$ cat config.mk
export PLATFORM = sky130hd
export DESIGN_NAME = sem_fifo
export DESIGN_NICKNAME = d
export VERILOG_FILES = /design/src/hw/rtl/sem_pkg.sv /design/src/hw/rtl/sem_fifo.sv
export SDC_FILE = /design/constraint.sdc
export NUM_CORES = 1
export LEC_CHECK = 0
export ABC_AREA = 1
export CORE_ASPECT_RATIO = 0.5
export CORE_MARGIN = 4
export CORE_UTILIZATION = 54
export CTS_BUF_LIST = sky130_fd_sc_hd__clkbuf_2
export CTS_CLUSTER_DIAMETER = 40
export DETAILED_ROUTE_END_ITERATION = 7
export DONT_BUFFER_PORTS = 1
export PLACE_DENSITY = 0.74
export REMOVE_ABC_BUFFERS = 1
export SYNTH_ARGS = -nofsm -noshare
export SYNTH_HDL_FRONTEND = slang
export SYNTH_SLANG_ARGS = --single-unit
$ cat constraint.sdc
create_clock -name clk -period 10.7 [get_ports clk]
set_input_delay 0 -clock clk [delete_from_list [all_inputs] [get_ports clk]]
set_output_delay 0 -clock clk [all_outputs]
set_load 0.03 [all_outputs]
$ cat src/hw/rtl/sem_pkg.sv
// Shared types and constants for the Sobel edge magnitude block.
// No dependencies; imported by every module of the block.
package sem_pkg;

    localparam int COL_W  = 13;   // widest column index (line length up to 8192)
    localparam int ROW_W  = 12;
    localparam int PIX_W  = 8;
    localparam int SUM_W  = 21;   // gx^2 + gy^2 <= 2 * 1020^2
    localparam int GRAD_W = 11;

    localparam logic REG_ROW_LENGTH   = 1'b0;
    localparam logic REG_IMAGE_HEIGHT = 1'b1;

    localparam logic [10:0] ROW_LENGTH_RST   = 11'd640;
    localparam logic [12:0] IMAGE_HEIGHT_RST = 13'd480;
    localparam int          HEIGHT_LIMIT     = 4096;

    typedef enum logic {
        F_IDLE,
        F_RD
    } f_state_t;

    typedef enum logic [2:0] {
        B_IDLE,
        B_GRAD,
        B_SQ,
        B_SUM,
        B_ROOT,
        B_EMIT
    } b_state_t;

    // One classified pixel: position, which results it causes, its window.
    typedef struct packed {
        logic [ROW_W-1:0]      row;
        logic [COL_W-1:0]      col;
        logic                  emit_diag;   // pixel (r-1, c-1)
        logic                  emit_right;  // pixel (r-1, W-1)
        logic                  emit_last;   // pixel (r, c) on the last row
        logic                  interior;
        logic [8:0][PIX_W-1:0] win;         // index = row*3 + col
        logic [PIX_W-1:0]      pix;
    } sem_job_t;

    typedef struct packed {
        logic full;
        logic empty;
    } sem_fifo_stat_t;

endpackage

$ cat src/hw/rtl/sem_fifo.sv
// Two-entry job queue between front and back end.
// Depends on sem_pkg.
module sem_fifo (
    input  logic                     clk,
    input  logic                     rst_n,
    input  logic                     push,
    input  sem_pkg::sem_job_t        push_job,
    input  logic                     pop,
    output sem_pkg::sem_job_t        pop_job,
    output sem_pkg::sem_fifo_stat_t  stat
);
    import sem_pkg::*;

    sem_job_t   entry_reg [2];
    logic       wr_ptr_reg, rd_ptr_reg;
    logic [1:0] count_reg;

    assign pop_job    = entry_reg[rd_ptr_reg];
    assign stat.full  = (count_reg == 2'd2);
    assign stat.empty = (count_reg == 2'd0);

    always_ff @(posedge clk)
    begin
        if (push)
            entry_reg[wr_ptr_reg] <= push_job;
    end

    always_ff @(posedge clk or negedge rst_n)
    begin
        if (!rst_n)
        begin
            wr_ptr_reg <= 1'b0;
            rd_ptr_reg <= 1'b0;
            count_reg  <= 2'd0;
        end
        else
        begin
            if (push)
                wr_ptr_reg <= ~wr_ptr_reg;
            if (pop)
                rd_ptr_reg <= ~rd_ptr_reg;
            case ({push, pop})
                2'b10:   count_reg <= count_reg + 2'd1;
                2'b01:   count_reg <= count_reg - 2'd1;
                default: count_reg <= count_reg;
            endcase
        end
    end

endmodule

==> qor.csv, run 1 <==
metric;value;unit
root buffer cell;clkbuf_2;
IO buf count;0;
asr flop ratio synth;0.0180;
Post-DP Area;8440;um2
Post-Syn Instances;593;
Fail Step;clock tree synthesis (4_1_cts);
Ports;224;
synth warn;0;
cell with the most instances after synthesis;edfxtp_1;
number of buffers created by CTS;47;
Yosys top cell area share;0.784;
initial core utilization;0.564;
Mapped Area;8350;um2
post-CTS sizing;0;
stop err;[ERROR RSZ-0060] Max buffer count reached.;
Die Y-Extent;95.9;um
Die Width;184;um
number of flops mapped to enable cells by yosys;218;
Post-synth top cells;edfxtp_1 (218), inv_1 (115), nand2_1 (114);
Synth cell types;16;
ranking of synthesized cells by area;edfxtp_1 (78%), o21ai_0 (5.9%), inv_1 (5.2%);
post-synthesis sequential area ratio;0.796;
biggest area consumer among synthesized cells;edfxtp_1;
# hold bufs at CTS;171;
GP Congestion;0.775;
H-tree levels;2;
Yosys reg bits;222;
detailed placement HPWL;9.79;mm
CTS Sinks;222;
syn_area_per_cell;14.1;um2
Rows;31;
Post-CTS Setup Inserts;0;
dominant synthesized flop cell;edfxtp_1;
status;aborted with a tool error;
Max clock buf depth;3;
## cells by family after synthesis
kind of cell	after synthesis	share of synthesized area
buffers and inverters	139	0.0759
XOR/XNOR	3	0.00315
AO/OA/AOI/OAI	109	0.0698
flip-flops	222	0.796
adder cells (fa/ha/maj)	1	0.00150
AND/OR/NAND/NOR	119	0.0539
## through the flow
| step | std cells | hold slack, ps | worst slack [ps] |
|---|---|---|---|
| 2_1_floorplan | 569 | -296 | 5170 |
| 3_3_place_gp | 771 | -295 | 8180 |
| 3_5_place_dp | 771 | -295 | 8110 |
==> run 2: changes to the inputs <==
CORE_ASPECT_RATIO = not set   (was 0.5)
CORE_UTILIZATION = 39   (was 54)
CTS_BUF_LIST = not set   (was sky130_fd_sc_hd__clkbuf_2)
CTS_CLUSTER_DIAMETER = not set   (was 40)
PLACE_DENSITY = not set   (was 0.74)
PLACE_DENSITY_LB_ADDON = 0.15   (was not set)
==> run 2 against run 1 <==
  * The run now ends clean
  * Synthesized cell count unchanged
  * Area after synthesis unchanged
==> qor.csv, run 2 <==
metric;value;unit;change
sw power;1.15;mW;
slowest stage delay, CP;1140;ps;
RSZ-0062 raised after global routing;false;;
cell with the most instances after synthesis;edfxtp_1;;
hold slack;52.1;ps;
Seq pwr share;0.433;;
Max VDD drop;0.170;mV;
Final Util;0.496;;
CTS Sinks;222;;unchanged
DR iter-0 viols;259;;
status;finished, final reports clean;;
Pins Over Slew Limit;0;;
Worst Setup End Kind;output pin;;
Crit-path slowest cell;dfrtp_4;;
ranking of synthesized cells by area;edfxtp_1 (78%), o21ai_0 (5.9%), inv_1 (5.2%);;
share of cells above drive strength 1;0.0671;;
Rows;53;;+71%
FF-to-FF path depth;3;;
dominant synthesized flop cell;edfxtp_1;;
Worst Skew;23.2;ps;
Met2 Wirelength;8.14;mm;
area share of and/or/nand/nor cells after synthesis;0.0539;;unchanged
Synth Area in Compound Gates;0.0698;;unchanged
Crit path arrival time;3070;ps;
Final TNS setup;0;ps;
Nets;827;;
Final setup viols;0;;
first-pass GRT wire length;24.9;mm;
WL met3;1.51;mm;
drt first pass iters;4;;
hold path depth;2;;
count of buffer and inverter cells on the critical path;1;;
Area growth syn-to-layout;24.8;%;
Worst R2R End;entry_reg[1][14]$_DFFE_PP_;;
placed insts;849;;+10%
GP Congestion;0.740;;-4.5%
H-tree levels;1;;-1
Power Total;2.90;mW;
Ports;224;;unchanged
Setup crit start;rd_ptr_reg$_DFFE_PN0P_;;
Post-synth top cells;edfxtp_1 (218), inv_1 (115), nand2_1 (114);;
Power Internal;1.75;mW;
final worst setup slack;7630;ps;
post-synthesis sequential area ratio;0.796;;unchanged
crit path cell chain;buf_4, o21ai_0;;
ant diodes;0;;
Post-Syn Instances;593;;unchanged
PD cells;278;nW/um2;
final hold viol count;0;;
worst-path maximum fanout;127;;
Post-DRT Antenna Nets;0;;
die area;23800;um2;
root buffer cell;clkbuf_16;;
Post-DP Area;8550;um2;+1.2%
DRC Markers;0;;
CP top delay family;flip-flops;;
GRT Resource Usage Total;0.130;;
Finished Cell Area;10400;um2;
Total Wirelength;16.1;mm;
fillcell total;1799;;
post-synthesis adder-cell area fraction;0.00150;;unchanged
CP required;10700;ps;
M1 WL;6.14;mm;
Mapped Area;8350;um2;unchanged
Synth Area in XOR/XNOR;0.00315;;unchanged
switch share;0.398;;
biggest area consumer among synthesized cells;edfxtp_1;;
initial core utilization;0.397;;-0.166
Max Fclk;326;MHz;
main combinational cell family by area after synthesis;buffers and inverters;;
Post-Place Worst Slack;8100;ps;-16.9 ps
IO buf count;0;;unchanged
post-synthesis mux area share;0;;unchanged
asr flop ratio synth;0.0180;;unchanged
Final Instance Count excl. Fillers;1005;;
Hold Startpoint;push;;
Remaining Overflow, GRT;0;;
max_cap viols;0;;
Worst slew margin;0.174;;
most common cell after layout, fill and taps aside;edfxtp_1;;
Die Y-Extent;154;um;+61%
detailed placement HPWL;10.1;mm;+3.3%
Post-CTS Setup Inserts;0;;unchanged
Routed wire per std cell;16.0;um;
worst hold endpoint;entry_reg[1][101]$_DFFE_PP_;;
antenna violations before repair;0;;
Final Critical Period;3070;ps;
number of flip-flops in the largest register;218;;
R2R setup slack;8410;ps;
number of buffers created by CTS;24;;-49%
Hold WC Path Type;in -> reg;;
Yosys top cell area share;0.784;;unchanged
period utilization;0.287;;
core area;21000;um2;
number of flops mapped to enable cells by yosys;218;;unchanged
Max Used Layer;met4;;
later-pin clock latency in the skew report;510;ps;
CTS tree;yes;;
Max clock buf depth;3;;unchanged
reg2reg start;wr_ptr_reg$_DFFE_PN0P_;;
Yosys reg bits;222;;unchanged
syn_area_per_cell;14.1;um2;unchanged
leak pwr;4.00;nW;
worst slew pin tran;1230;ps;
routed vias;4543;;
clock power share;0.266;;
synth warn;0;;unchanged
largest net degree at the start of global routing;128;;
commonest cells after routing, fill and taps aside;edfxtp_1 (218), inv_1 (114), nand2_1 (114);;
Die Width;154;um;-16%
Crit Path Category;reg -> out;;
Logic pwr share;0.301;;
crit path launch type;flip-flop;;
Via density;4.52;;
vias in the first global route;4726;;
Clock Pin Slew Worst Setup and Hold Paths;60;ps;
Synth cell types;16;;unchanged
[run 2: cell counts after synthesis]
No cell type changed its count.
[run 2: cells by family after synthesis]
logic type	count (synthesis)
buffers and inverters	139
xor gates and xnor gates	3
DFF	222
and+or+nand+nor	119
adders and majority gates	1
AOI/OAI and AO/OA	109
[run 2: layer usage]
layer / global-route usage / vias to the layer above
met5: 0 / -
met4: 0.0357 / 0
met3: 0.0478 / 25
met2: 0.230 / 154
met1: 0.148 / 2116
li1: - / 2248
[run 2: area by class of cell]
class	instances	area, um2	area share
Clock inverter	14	126	0.0121
Timing Repair Buffer	118	1170	0.112
Sequential cell	222	6650	0.638
Tap cell	275	344	0.0330
Multi-Input combinational cell	232	1080	0.104
Clock buffer	29	619	0.0594
Inverter	115	434	0.0417
[run 2: worst max path at each step]
| stage | slack, ps | cells after the start | endpoint |
|---|---|---|---|
| global route | 7300 | 2 | pop_job[50] |
| CTS | 7520 | 2 | pop_job[39] |
| floorplan | 5170 | 1 | entry_reg[0][0]$_DFFE_PP_ |
| finish | 7630 | 2 | pop_job[39] |
| global placement | 8160 | 2 | pop_job[28] |
| detailed placement | 8100 | 2 | pop_job[39] |
[run 2: power groups by stage]
stage | clock network [mW] | logic, mW | registers [mW]
5_1_grt | 0.837 | 0.941 | 1.28
3_3_place_gp | 0 | 0.843 | 1.27
4_1_cts | 0.798 | 0.893 | 1.26
2_1_floorplan | 0 | 0.714 | 1.30
6_report | 0.770 | 0.874 | 1.26
3_5_place_dp | 0 | 0.852 | 1.28
[run 2: timing repair]
| item | 4_1_cts | 5_1_grt |
|---|---|---|
| resized for setup | 0 | 0 |
| hold endpoints to repair | 226 | 0 |
| hold buffers | 113 | 0 |
No activity file was read; power rests on OpenSTA's default activity.
