===== config.mk =====
export PLATFORM = sky130hd
export DESIGN_NAME = sem_back
export DESIGN_NICKNAME = d
export VERILOG_FILES = /design/src/hw/rtl/sem_pkg.sv /design/src/hw/rtl/sem_back.sv
export SDC_FILE = /design/constraint.sdc
export NUM_CORES = 1
export LEC_CHECK = 0
export BUFFER_PORTS_ARGS = -buffer_cell sky130_fd_sc_hd__buf_2
export CORE_MARGIN = 5
export CORE_UTILIZATION = 50
export CTS_CLUSTER_SIZE = 20
export DETAILED_ROUTE_END_ITERATION = 7
export PLACE_DENSITY = 0.74
export SLEW_MARGIN = 20
export SYNTH_ARGS = -nofsm -noshare
export SYNTH_HDL_FRONTEND = slang
export SYNTH_SLANG_ARGS = --single-unit

===== constraint.sdc =====
create_clock -name clk -period 19.32 [get_ports clk]
set_input_delay 2.898 -clock clk [delete_from_list [all_inputs] [get_ports clk]]
set_output_delay 2.898 -clock clk [all_outputs]
set_load 0.02 [all_outputs]

===== src/hw/rtl/sem_pkg.sv =====
// Shared types and constants for the Sobel edge magnitude block.
// No dependencies; imported by every module of the block.
package sem_pkg;

    localparam int COL_W  = 13;   // widest column index (line length up to 8192)
    localparam int ROW_W  = 12;
    localparam int PIX_W  = 8;
    localparam int SUM_W  = 21;   // gx^2 + gy^2 <= 2 * 1020^2
    localparam int GRAD_W = 11;

    localparam logic REG_ROW_LENGTH   = 1'b0;
    localparam logic REG_IMAGE_HEIGHT = 1'b1;

    localparam logic [10:0] ROW_LENGTH_RST   = 11'd640;
    localparam logic [12:0] IMAGE_HEIGHT_RST = 13'd480;
    localparam int          HEIGHT_LIMIT     = 4096;

    typedef enum logic {
        F_IDLE,
        F_RD
    } f_state_t;

    typedef enum logic [2:0] {
        B_IDLE,
        B_GRAD,
        B_SQ,
        B_SUM,
        B_ROOT,
        B_EMIT
    } b_state_t;

    // One classified pixel: position, which results it causes, its window.
    typedef struct packed {
        logic [ROW_W-1:0]      row;
        logic [COL_W-1:0]      col;
        logic                  emit_diag;   // pixel (r-1, c-1)
        logic                  emit_right;  // pixel (r-1, W-1)
        logic                  emit_last;   // pixel (r, c) on the last row
        logic                  interior;
        logic [8:0][PIX_W-1:0] win;         // index = row*3 + col
        logic [PIX_W-1:0]      pix;
    } sem_job_t;

    typedef struct packed {
        logic full;
        logic empty;
    } sem_fifo_stat_t;

endpackage


===== src/hw/rtl/sem_back.sv =====
// Back end: gradients, squared magnitude, bit-serial square root, and
// emission of up to three results per job. Depends on sem_pkg.
module sem_back (
    input  logic                    clk,
    input  logic                    rst_n,
    input  sem_pkg::sem_fifo_stat_t fifo_stat,
    input  sem_pkg::sem_job_t       pop_job,
    output logic                    pop,
    output logic                    out_valid,
    input  logic                    out_ready,
    output logic [11:0]             out_row,
    output logic [9:0]              out_col,
    output logic [7:0]              edge_value,
    output logic                    last_of_run
);
    import sem_pkg::*;

    b_state_t                 state_reg, state_next;
    sem_job_t                 job_reg;
    logic [2:0]               pend_reg, pend_next;
    logic signed [GRAD_W-1:0] gx_reg, gy_reg;
    logic [SUM_W-2:0]         sqx_reg, sqy_reg;
    logic [SUM_W-1:0]         sum_reg;
    logic [7:0]               root_reg;
    logic [2:0]               bit_reg;
    logic                     out_valid_reg;
    logic [11:0]              out_row_reg;
    logic [9:0]               out_col_reg;
    logic [7:0]               out_val_reg;
    logic                     out_last_reg;

    logic                     load, sel_last;
    logic [2:0]               sel_mask;
    logic [11:0]              sel_row;
    logic [9:0]               sel_col;
    logic [7:0]               sel_val;
    logic [7:0]               trial;
    logic [15:0]              trial_sq;
    logic [9:0]               gx_pos, gx_neg, gy_pos, gy_neg;
    logic [8:0][7:0]          w;
    logic [2:0]               head_pend;

    assign w         = job_reg.win;
    assign head_pend = {pop_job.emit_last, pop_job.emit_right, pop_job.emit_diag};

    assign gx_pos = 10'(w[2]) + {1'b0, w[5], 1'b0} + 10'(w[8]);
    assign gx_neg = 10'(w[0]) + {1'b0, w[3], 1'b0} + 10'(w[6]);
    assign gy_pos = 10'(w[6]) + {1'b0, w[7], 1'b0} + 10'(w[8]);
    assign gy_neg = 10'(w[0]) + {1'b0, w[1], 1'b0} + 10'(w[2]);

    assign trial    = root_reg | (8'd1 << bit_reg);
    assign trial_sq = trial * trial;

    // pick the lowest pending result
    always_comb
    begin
        if (pend_reg[0])
        begin
            sel_mask = 3'b001;
            sel_row  = job_reg.row - 12'd1;
            sel_col  = 10'(job_reg.col - COL_W'(1));
            sel_val  = job_reg.interior ? root_reg : w[4];
        end
        else if (pend_reg[1])
        begin
            sel_mask = 3'b010;
            sel_row  = job_reg.row - 12'd1;
            sel_col  = 10'(job_reg.col);
            sel_val  = w[5];
        end
        else
        begin
            sel_mask = 3'b100;
            sel_row  = job_reg.row;
            sel_col  = 10'(job_reg.col);
            sel_val  = job_reg.pix;
        end
        sel_last = ((pend_reg & ~sel_mask) == 3'b000);
    end

    always_comb
    begin
        state_next = state_reg;
        case (state_reg)
            B_IDLE:
                if (!fifo_stat.empty)
                begin
                    if (pop_job.emit_diag && pop_job.interior)
                        state_next = B_GRAD;
                    else if (head_pend != 3'b000)
                        state_next = B_EMIT;
                end
            B_GRAD: state_next = B_SQ;
            B_SQ:   state_next = B_SUM;
            B_SUM:  state_next = B_ROOT;
            B_ROOT: if (bit_reg == 3'd0 || sum_reg[SUM_W-1:16] != '0) state_next = B_EMIT;
            B_EMIT: if (load && sel_last) state_next = B_IDLE;
            default: state_next = B_IDLE;
        endcase
    end

    always_comb
    begin
        pop  = 1'b0;
        load = 1'b0;
        case (state_reg)
            B_IDLE: pop  = !fifo_stat.empty;
            B_EMIT: load = !out_valid_reg || out_ready;
            default: pop = 1'b0;
        endcase
    end

    always_comb
    begin
        pend_next = pend_reg;
        if (pop)
            pend_next = head_pend;
        else if (load)
            pend_next = pend_reg & ~sel_mask;
    end

    always_ff @(posedge clk)
    begin
        if (pop)
            job_reg <= pop_job;
        if (state_reg == B_GRAD)
        begin
            gx_reg <= $signed({1'b0, gx_pos}) - $signed({1'b0, gx_neg});
            gy_reg <= $signed({1'b0, gy_pos}) - $signed({1'b0, gy_neg});
        end
        if (state_reg == B_SQ)
        begin
            // widen before squaring so the product keeps all its bits
            sqx_reg <= (SUM_W-1)'(SUM_W'(gx_reg) * SUM_W'(gx_reg));
            sqy_reg <= (SUM_W-1)'(SUM_W'(gy_reg) * SUM_W'(gy_reg));
        end
        if (state_reg == B_SUM)
            sum_reg <= {1'b0, sqx_reg} + {1'b0, sqy_reg};
        if (load)
        begin
            out_row_reg  <= sel_row;
            out_col_reg  <= sel_col;
            out_val_reg  <= sel_val;
            out_last_reg <= sel_last;
        end
    end

    // root: one bit per cycle, MSB first; saturates when the sum is 2^16 or more
    always_ff @(posedge clk or negedge rst_n)
    begin
        if (!rst_n)
        begin
            state_reg     <= B_IDLE;
            pend_reg      <= '0;
            root_reg      <= '0;
            bit_reg       <= '0;
            out_valid_reg <= 1'b0;
        end
        else
        begin
            state_reg <= state_next;
            pend_reg  <= pend_next;
            if (state_reg == B_SUM)
            begin
                root_reg <= '0;
                bit_reg  <= 3'd7;
            end
            else if (state_reg == B_ROOT)
            begin
                if (sum_reg[SUM_W-1:16] != '0)
                    root_reg <= 8'hff;
                else if ({5'd0, trial_sq} <= sum_reg)
                    root_reg <= trial;
                bit_reg <= bit_reg - 3'd1;
            end
            if (load)
                out_valid_reg <= 1'b1;
            else if (out_ready)
                out_valid_reg <= 1'b0;
        end
    end

    assign out_valid   = out_valid_reg;
    assign out_row     = out_row_reg;
    assign out_col     = out_col_reg;
    assign edge_value  = out_val_reg;
    assign last_of_run = out_last_reg;

endmodule


# Word level (Yosys, flattened, before mapping)
# Cells that the tools add are included.
# totals
register_bits	235
input_bits	114
word_cells	101
# op_classes
n_addsub	14
multipliers	3
order_cmp	1
n_eq_ne	9
n_shift	1
mux	26
bitwise_logic	3
reduce_logical	17
# op_table
op	count
$mux 8	7
$add 10x8->10	4
$add 8x9->10	4
$mul 11x11->20	2
$mux 3	11
$mux 12	2
$sub 10x10->11	2
$add 20x20->21	1
$le 16x21->1	1
$pmux 3 s6	1
$mul 8x8->16	1
$sub 12x1->12 const B	1
$mux 10	1
$sub 10x1->10 const B	1
$logic_not 3->1	3
$or 8x8->8	1
$shl 1x3->8 const A	1
$eq 3x2->1 const B	2
$eq 3x3->1 const B	2
$ne 2x2->1 const B	3
$reduce_bool 2->1	3
$reduce_bool 3->1	2
$reduce_bool 5->1	1
$mux 1	4
10 further kinds	13

# Longest topological paths before layout
# depth
ltp_word	8
ltp_mapped	29

# Worst setup path before layout
# OpenSTA, ideal clock, no wires.
# synth_path
path_type	input to output
start	input fifo_stat[0] in the netlist's numbering
end	output pop
arrival_time_ps	13486
setup_slack_ps	2936
cell_stages	1
n_path_buf	0
path_cell_list	nor4_1
# synth_between
elab_chain_len	2
# synth_rtl
element	line	text
start, declared	sem_back.sv:6	input sem_pkg::sem_fifo_stat_t fifo_stat,
$logic_not 1->1	sem_back.sv:107	B_IDLE: pop = !fifo_stat.empty;
$mux 1	sem_back.sv:106	case (state_reg)
end, declared	sem_back.sv:8	output logic pop,
# No other way between the ends.

# Final worst setup path
# layout_path
start	register bit_reg[0]
end	register root_reg[1]
# layout_between
elab_chain_len	6
# layout_rtl
element	line	text
start, declared	sem_back.sv:25	logic [2:0] bit_reg;
start signal, assigned	sem_back.sv:174	bit_reg <= bit_reg - 3'd1;
$shl 1x3->8 *	sem_back.sv:51	assign trial = root_reg | (8'd1 << bit_reg);
$or 8x8->8 *	sem_back.sv:51	
$mul 8x8->16 or $mux 8 (tied branches)	sem_back.sv:52, sem_back.sv:172	
$le 16x21->1 or $mux 8 (tied branches)	sem_back.sv:172, sem_back.sv:170	
$reduce_bool 3->1 (no line) or $mux 8 (tied branches)	-	
$reduce_and 2->1 (no line) or $mux 8 (tied branches)	-	
end signal, assigned	sem_back.sv:173	root_reg <= trial;
end, declared	sem_back.sv:24	logic [7:0] root_reg;
# Mark *: on every way between the ends. The rest lies on a longest branch, timed or not. The select of a mux whose other input is x is not followed.
# A chain may end at the register's enable or synchronous reset.

==> results_dict.tcl <==
set metrics [dict create \
    status "finished clean" \
    critical_path_class "reg -> reg" \
    path_buf_inv 4 \
    grt_max_degree 77 \
    crit_required_ns 19.75 \
    yosysUniqueCellTypes 66 \
    finalSetupViolCount 0 \
    postRouteAntennaNets 0 \
    timing.fmax_mhz 133.8 \
    area_delta_synth_final_pct 9.643 \
    route.detailed.drc 0 \
    worstSetupStartpointType "flop" \
    dp_hpwl_mm 31.73 \
    postCtsSetupBuffers 0 \
    synth_top_area_cell "edfxtp_1" \
    root_buffer "clkbuf_16" \
    final-max-slew-violation-count 0 \
    postSynthAreaPerCell_um2 11.48 \
    ctsHoldBuffers 0 \
    synth_top_area_share_pct 31.24 \
    finalCritPeriodShare_pct 38.68 \
    die_h_um 213.3 \
    vias 12751 \
    ys_warn_count 0 \
    crit_slowest_cell "a21oi_1" \
    r2r_slack_ns 11.85 \
    ioPinCount 147 \
    drtIter0Drc 634 \
    ff2ff_path_depth 22 \
    synth_top_flop_cell "edfxtp_1" \
    rsz0062_at_grt "false" \
    drive_above_1_share_pct 10.88 \
    grt_pass1_vias 13754 \
    synth.top_cells.by_count "376 x inv_1, 278 x fa_1, 215 x edfxtp_1" \
    synth_area_leaders "edfxtp_1 31%, fa_1 27%, ha_1 11%" \
    r2r-end "root_reg[1]$_DFFE_PN0P_" \
    rows 74 \
    numCtsBuffers 24 \
    crit_end "root_reg[1]$_DFFE_PN0P_" \
    cp_num_cells 22 \
    gp_congestion 0.8350 \
    grt_pass1_wl_mm 64.57 \
    syn_area_mm2 0.02067 \
    ys_seq_area_share_pct 33.42 \
    die_x_um 213.3 \
    htreeDepth 1 \
    critPathTopFamily "adder cells" \
    port_buffers 142 \
    syn-num-nets 2369 \
    cts_sinks 233 \
    finalClockSkew_ns 0.01089 \
    grt_usage_pct 17.28 \
    drt_wl_total_mm 38.63 \
    tightest_slew_ns 1.010 \
    fill_cells 3312 \
    die_area_mm2 0.04550 \
    start_util_pct 50.62 \
    cts_tree "built" \
    ys_ff_latch 233 \
    largest_reg_flops 103 \
    regToRegStartpoint "bit_reg[0]$_DFFE_PN0P_" \
    post-place-ws_ns 11.92 \
    yosysMostFrequentCell "inv_1" \
    fin_nets 2501 \
    clk_pin_slew_ns 0.06 \
    cap_violations 0 \
    avgViaCountPerCell 5.135 \
    synthArstFlopShare_pct 7.725 \
    hold_violations 0 \
    wire_per_inst_um 15.56 \
    firstDrtPassIters 5 \
    synth_cells 1801 \
    core_mm2 0.04083 \
    hold_class "reg -> reg" \
    cp_cell_sequence "inv_1, ha_1, a21oi_1, or2_2, inv_1, fa_1, fa_1, inv_1, fa_1, fa_1, inv_1, ha_1, nor4_1, o31ai_1, o41ai_2, xnor2_1, ha_1, nand3_1, or2_2, nor4_1, o31a_1, mux2i_1" \
    synth-edff-count 215 \
    cp-startpoint "bit_reg[0]$_DFFE_PN0P_" \
    critPathMaxStageDelay_ns 0.78 \
    clock_latency_ns 0.51 \
    grt_overflow 0 \
    clk_path_buf_depth 3 \
    setup_slack_ns 11.85 \
    relSlewSlack_pct 32.67 \
    antenna_found_initial 3 \
    crit_fanout 11 \
    fin_setup_tns_ns 0 \
    crit_path_end_kind "flop" \
    layout_min_cycle_time_ns 7.472 \
    cp.arrival_ns 7.90 \
    cts_resized 0 \
]
## worst min-delay path by stage
stage / to / cells after the start / from
global route: sum_reg[0]$_DFFE_PP_ / 1 / sqy_reg[0]$_DFFE_PP_
finish: sum_reg[2]$_DFFE_PP_ / 1 / sqy_reg[2]$_DFFE_PP_
floorplan: sqx_reg[0]$_DFFE_PP_ / 0 / gx_reg[0]$_DFFE_PP_
detailed placement: sum_reg[2]$_DFFE_PP_ / 1 / sqy_reg[2]$_DFFE_PP_
CTS: sum_reg[2]$_DFFE_PP_ / 1 / sqy_reg[2]$_DFFE_PP_
global placement: sum_reg[2]$_DFFE_PP_ / 1 / sqy_reg[2]$_DFFE_PP_
## stage by stage
stage | std cells | utilization (%) | area (µm²) | hold WS, ns
4_1_cts | 2481 | 55.49 | 22660 | 0.5435
6_report | 2483 | 55.50 | 22660 | 0.5394
3_5_place_dp | 2439 | 53.74 | 21940 | 0.5246
2_1_floorplan | 1801 | - | 20670 | 0.4779
3_3_place_gp | 2439 | 53.74 | 21940 | 0.5283
5_1_grt | 2483 | 55.50 | 22660 | 0.5670
## kinds of logic (layout without fill, tap and decap cells)
logic type,count (synthesis),after routing,synth area share [%]
buffers and inverters,418,566,7.622
and+or+nand+nor,358,358,8.929
adders and majority gates,454,454,37.58
muxes,19,19,0.9322
DFF,233,233,33.42
other,0,2,0
xor gates and xnor gates,114,114,4.831
AOI/OAI and AO/OA,205,205,6.689
## area by class of cell
cell class / instances / area, µm² / share of cell area, %
diodes: 2 / 5.005 / 0.02208
flip-flops and latches: 233 / 6907 / 30.48
clock inverters: 11 / 56.30 / 0.2485
multi-input cells: 1150 / 12200 / 53.85
repair buffers: 148 / 755.7 / 3.335
well taps: 532 / 665.6 / 2.937
inverters: 376 / 1411 / 6.228
clock buffers: 31 / 658.1 / 2.904
## cells in the final DEF (no fill, tap or decap), types with 8 or more instances in the layout
cell	count
a21o_1	27
xnor2_1	80
inv_1	376
nand2b_1	21
clkbuf_16	25
nor2b_1	27
o21bai_1	12
mux2i_1	17
nor3_1	17
o21a_1	13
edfxtp_1	215
o21ai_0	24
a21oi_1	70
nor2_1	77
or2_2	8
and3_1	9
nand3_1	11
a211oi_1	10
ha_1	176
dfrtp_1	18
buf_2	142
fa_1	278
xor2_1	34
nand2_1	81
and2_1	79
## worst register-to-register path, cell delays in order, from the launching register on
cell	delay (ns)
dfrtp_1	0.42
inv_1	0.12
ha_1	0.25
a21oi_1	0.78
or2_2	0.27
inv_1	0.06
fa_1	0.48
fa_1	0.55
inv_1	0.05
fa_1	0.51
fa_1	0.55
inv_1	0.05
ha_1	0.24
nor4_1	0.41
o31ai_1	0.20
o41ai_2	0.28
xnor2_1	0.14
ha_1	0.32
nand3_1	0.10
or2_2	0.31
nor4_1	0.50
o31a_1	0.54
mux2i_1	0.26
## per-layer routing
layer	global-route usage, %	up-vias	share of wire (%)
met5	0	-	0
met3	1.954	65	3.7
li1	-	6060	-
met4	4.561	0	2.8
met1	22.05	6383	40
met2	31.46	243	53
Power is left out: the tool's default activity adds up to more than one toggle a clock period on the data nets, which glitch-free logic cannot reach.
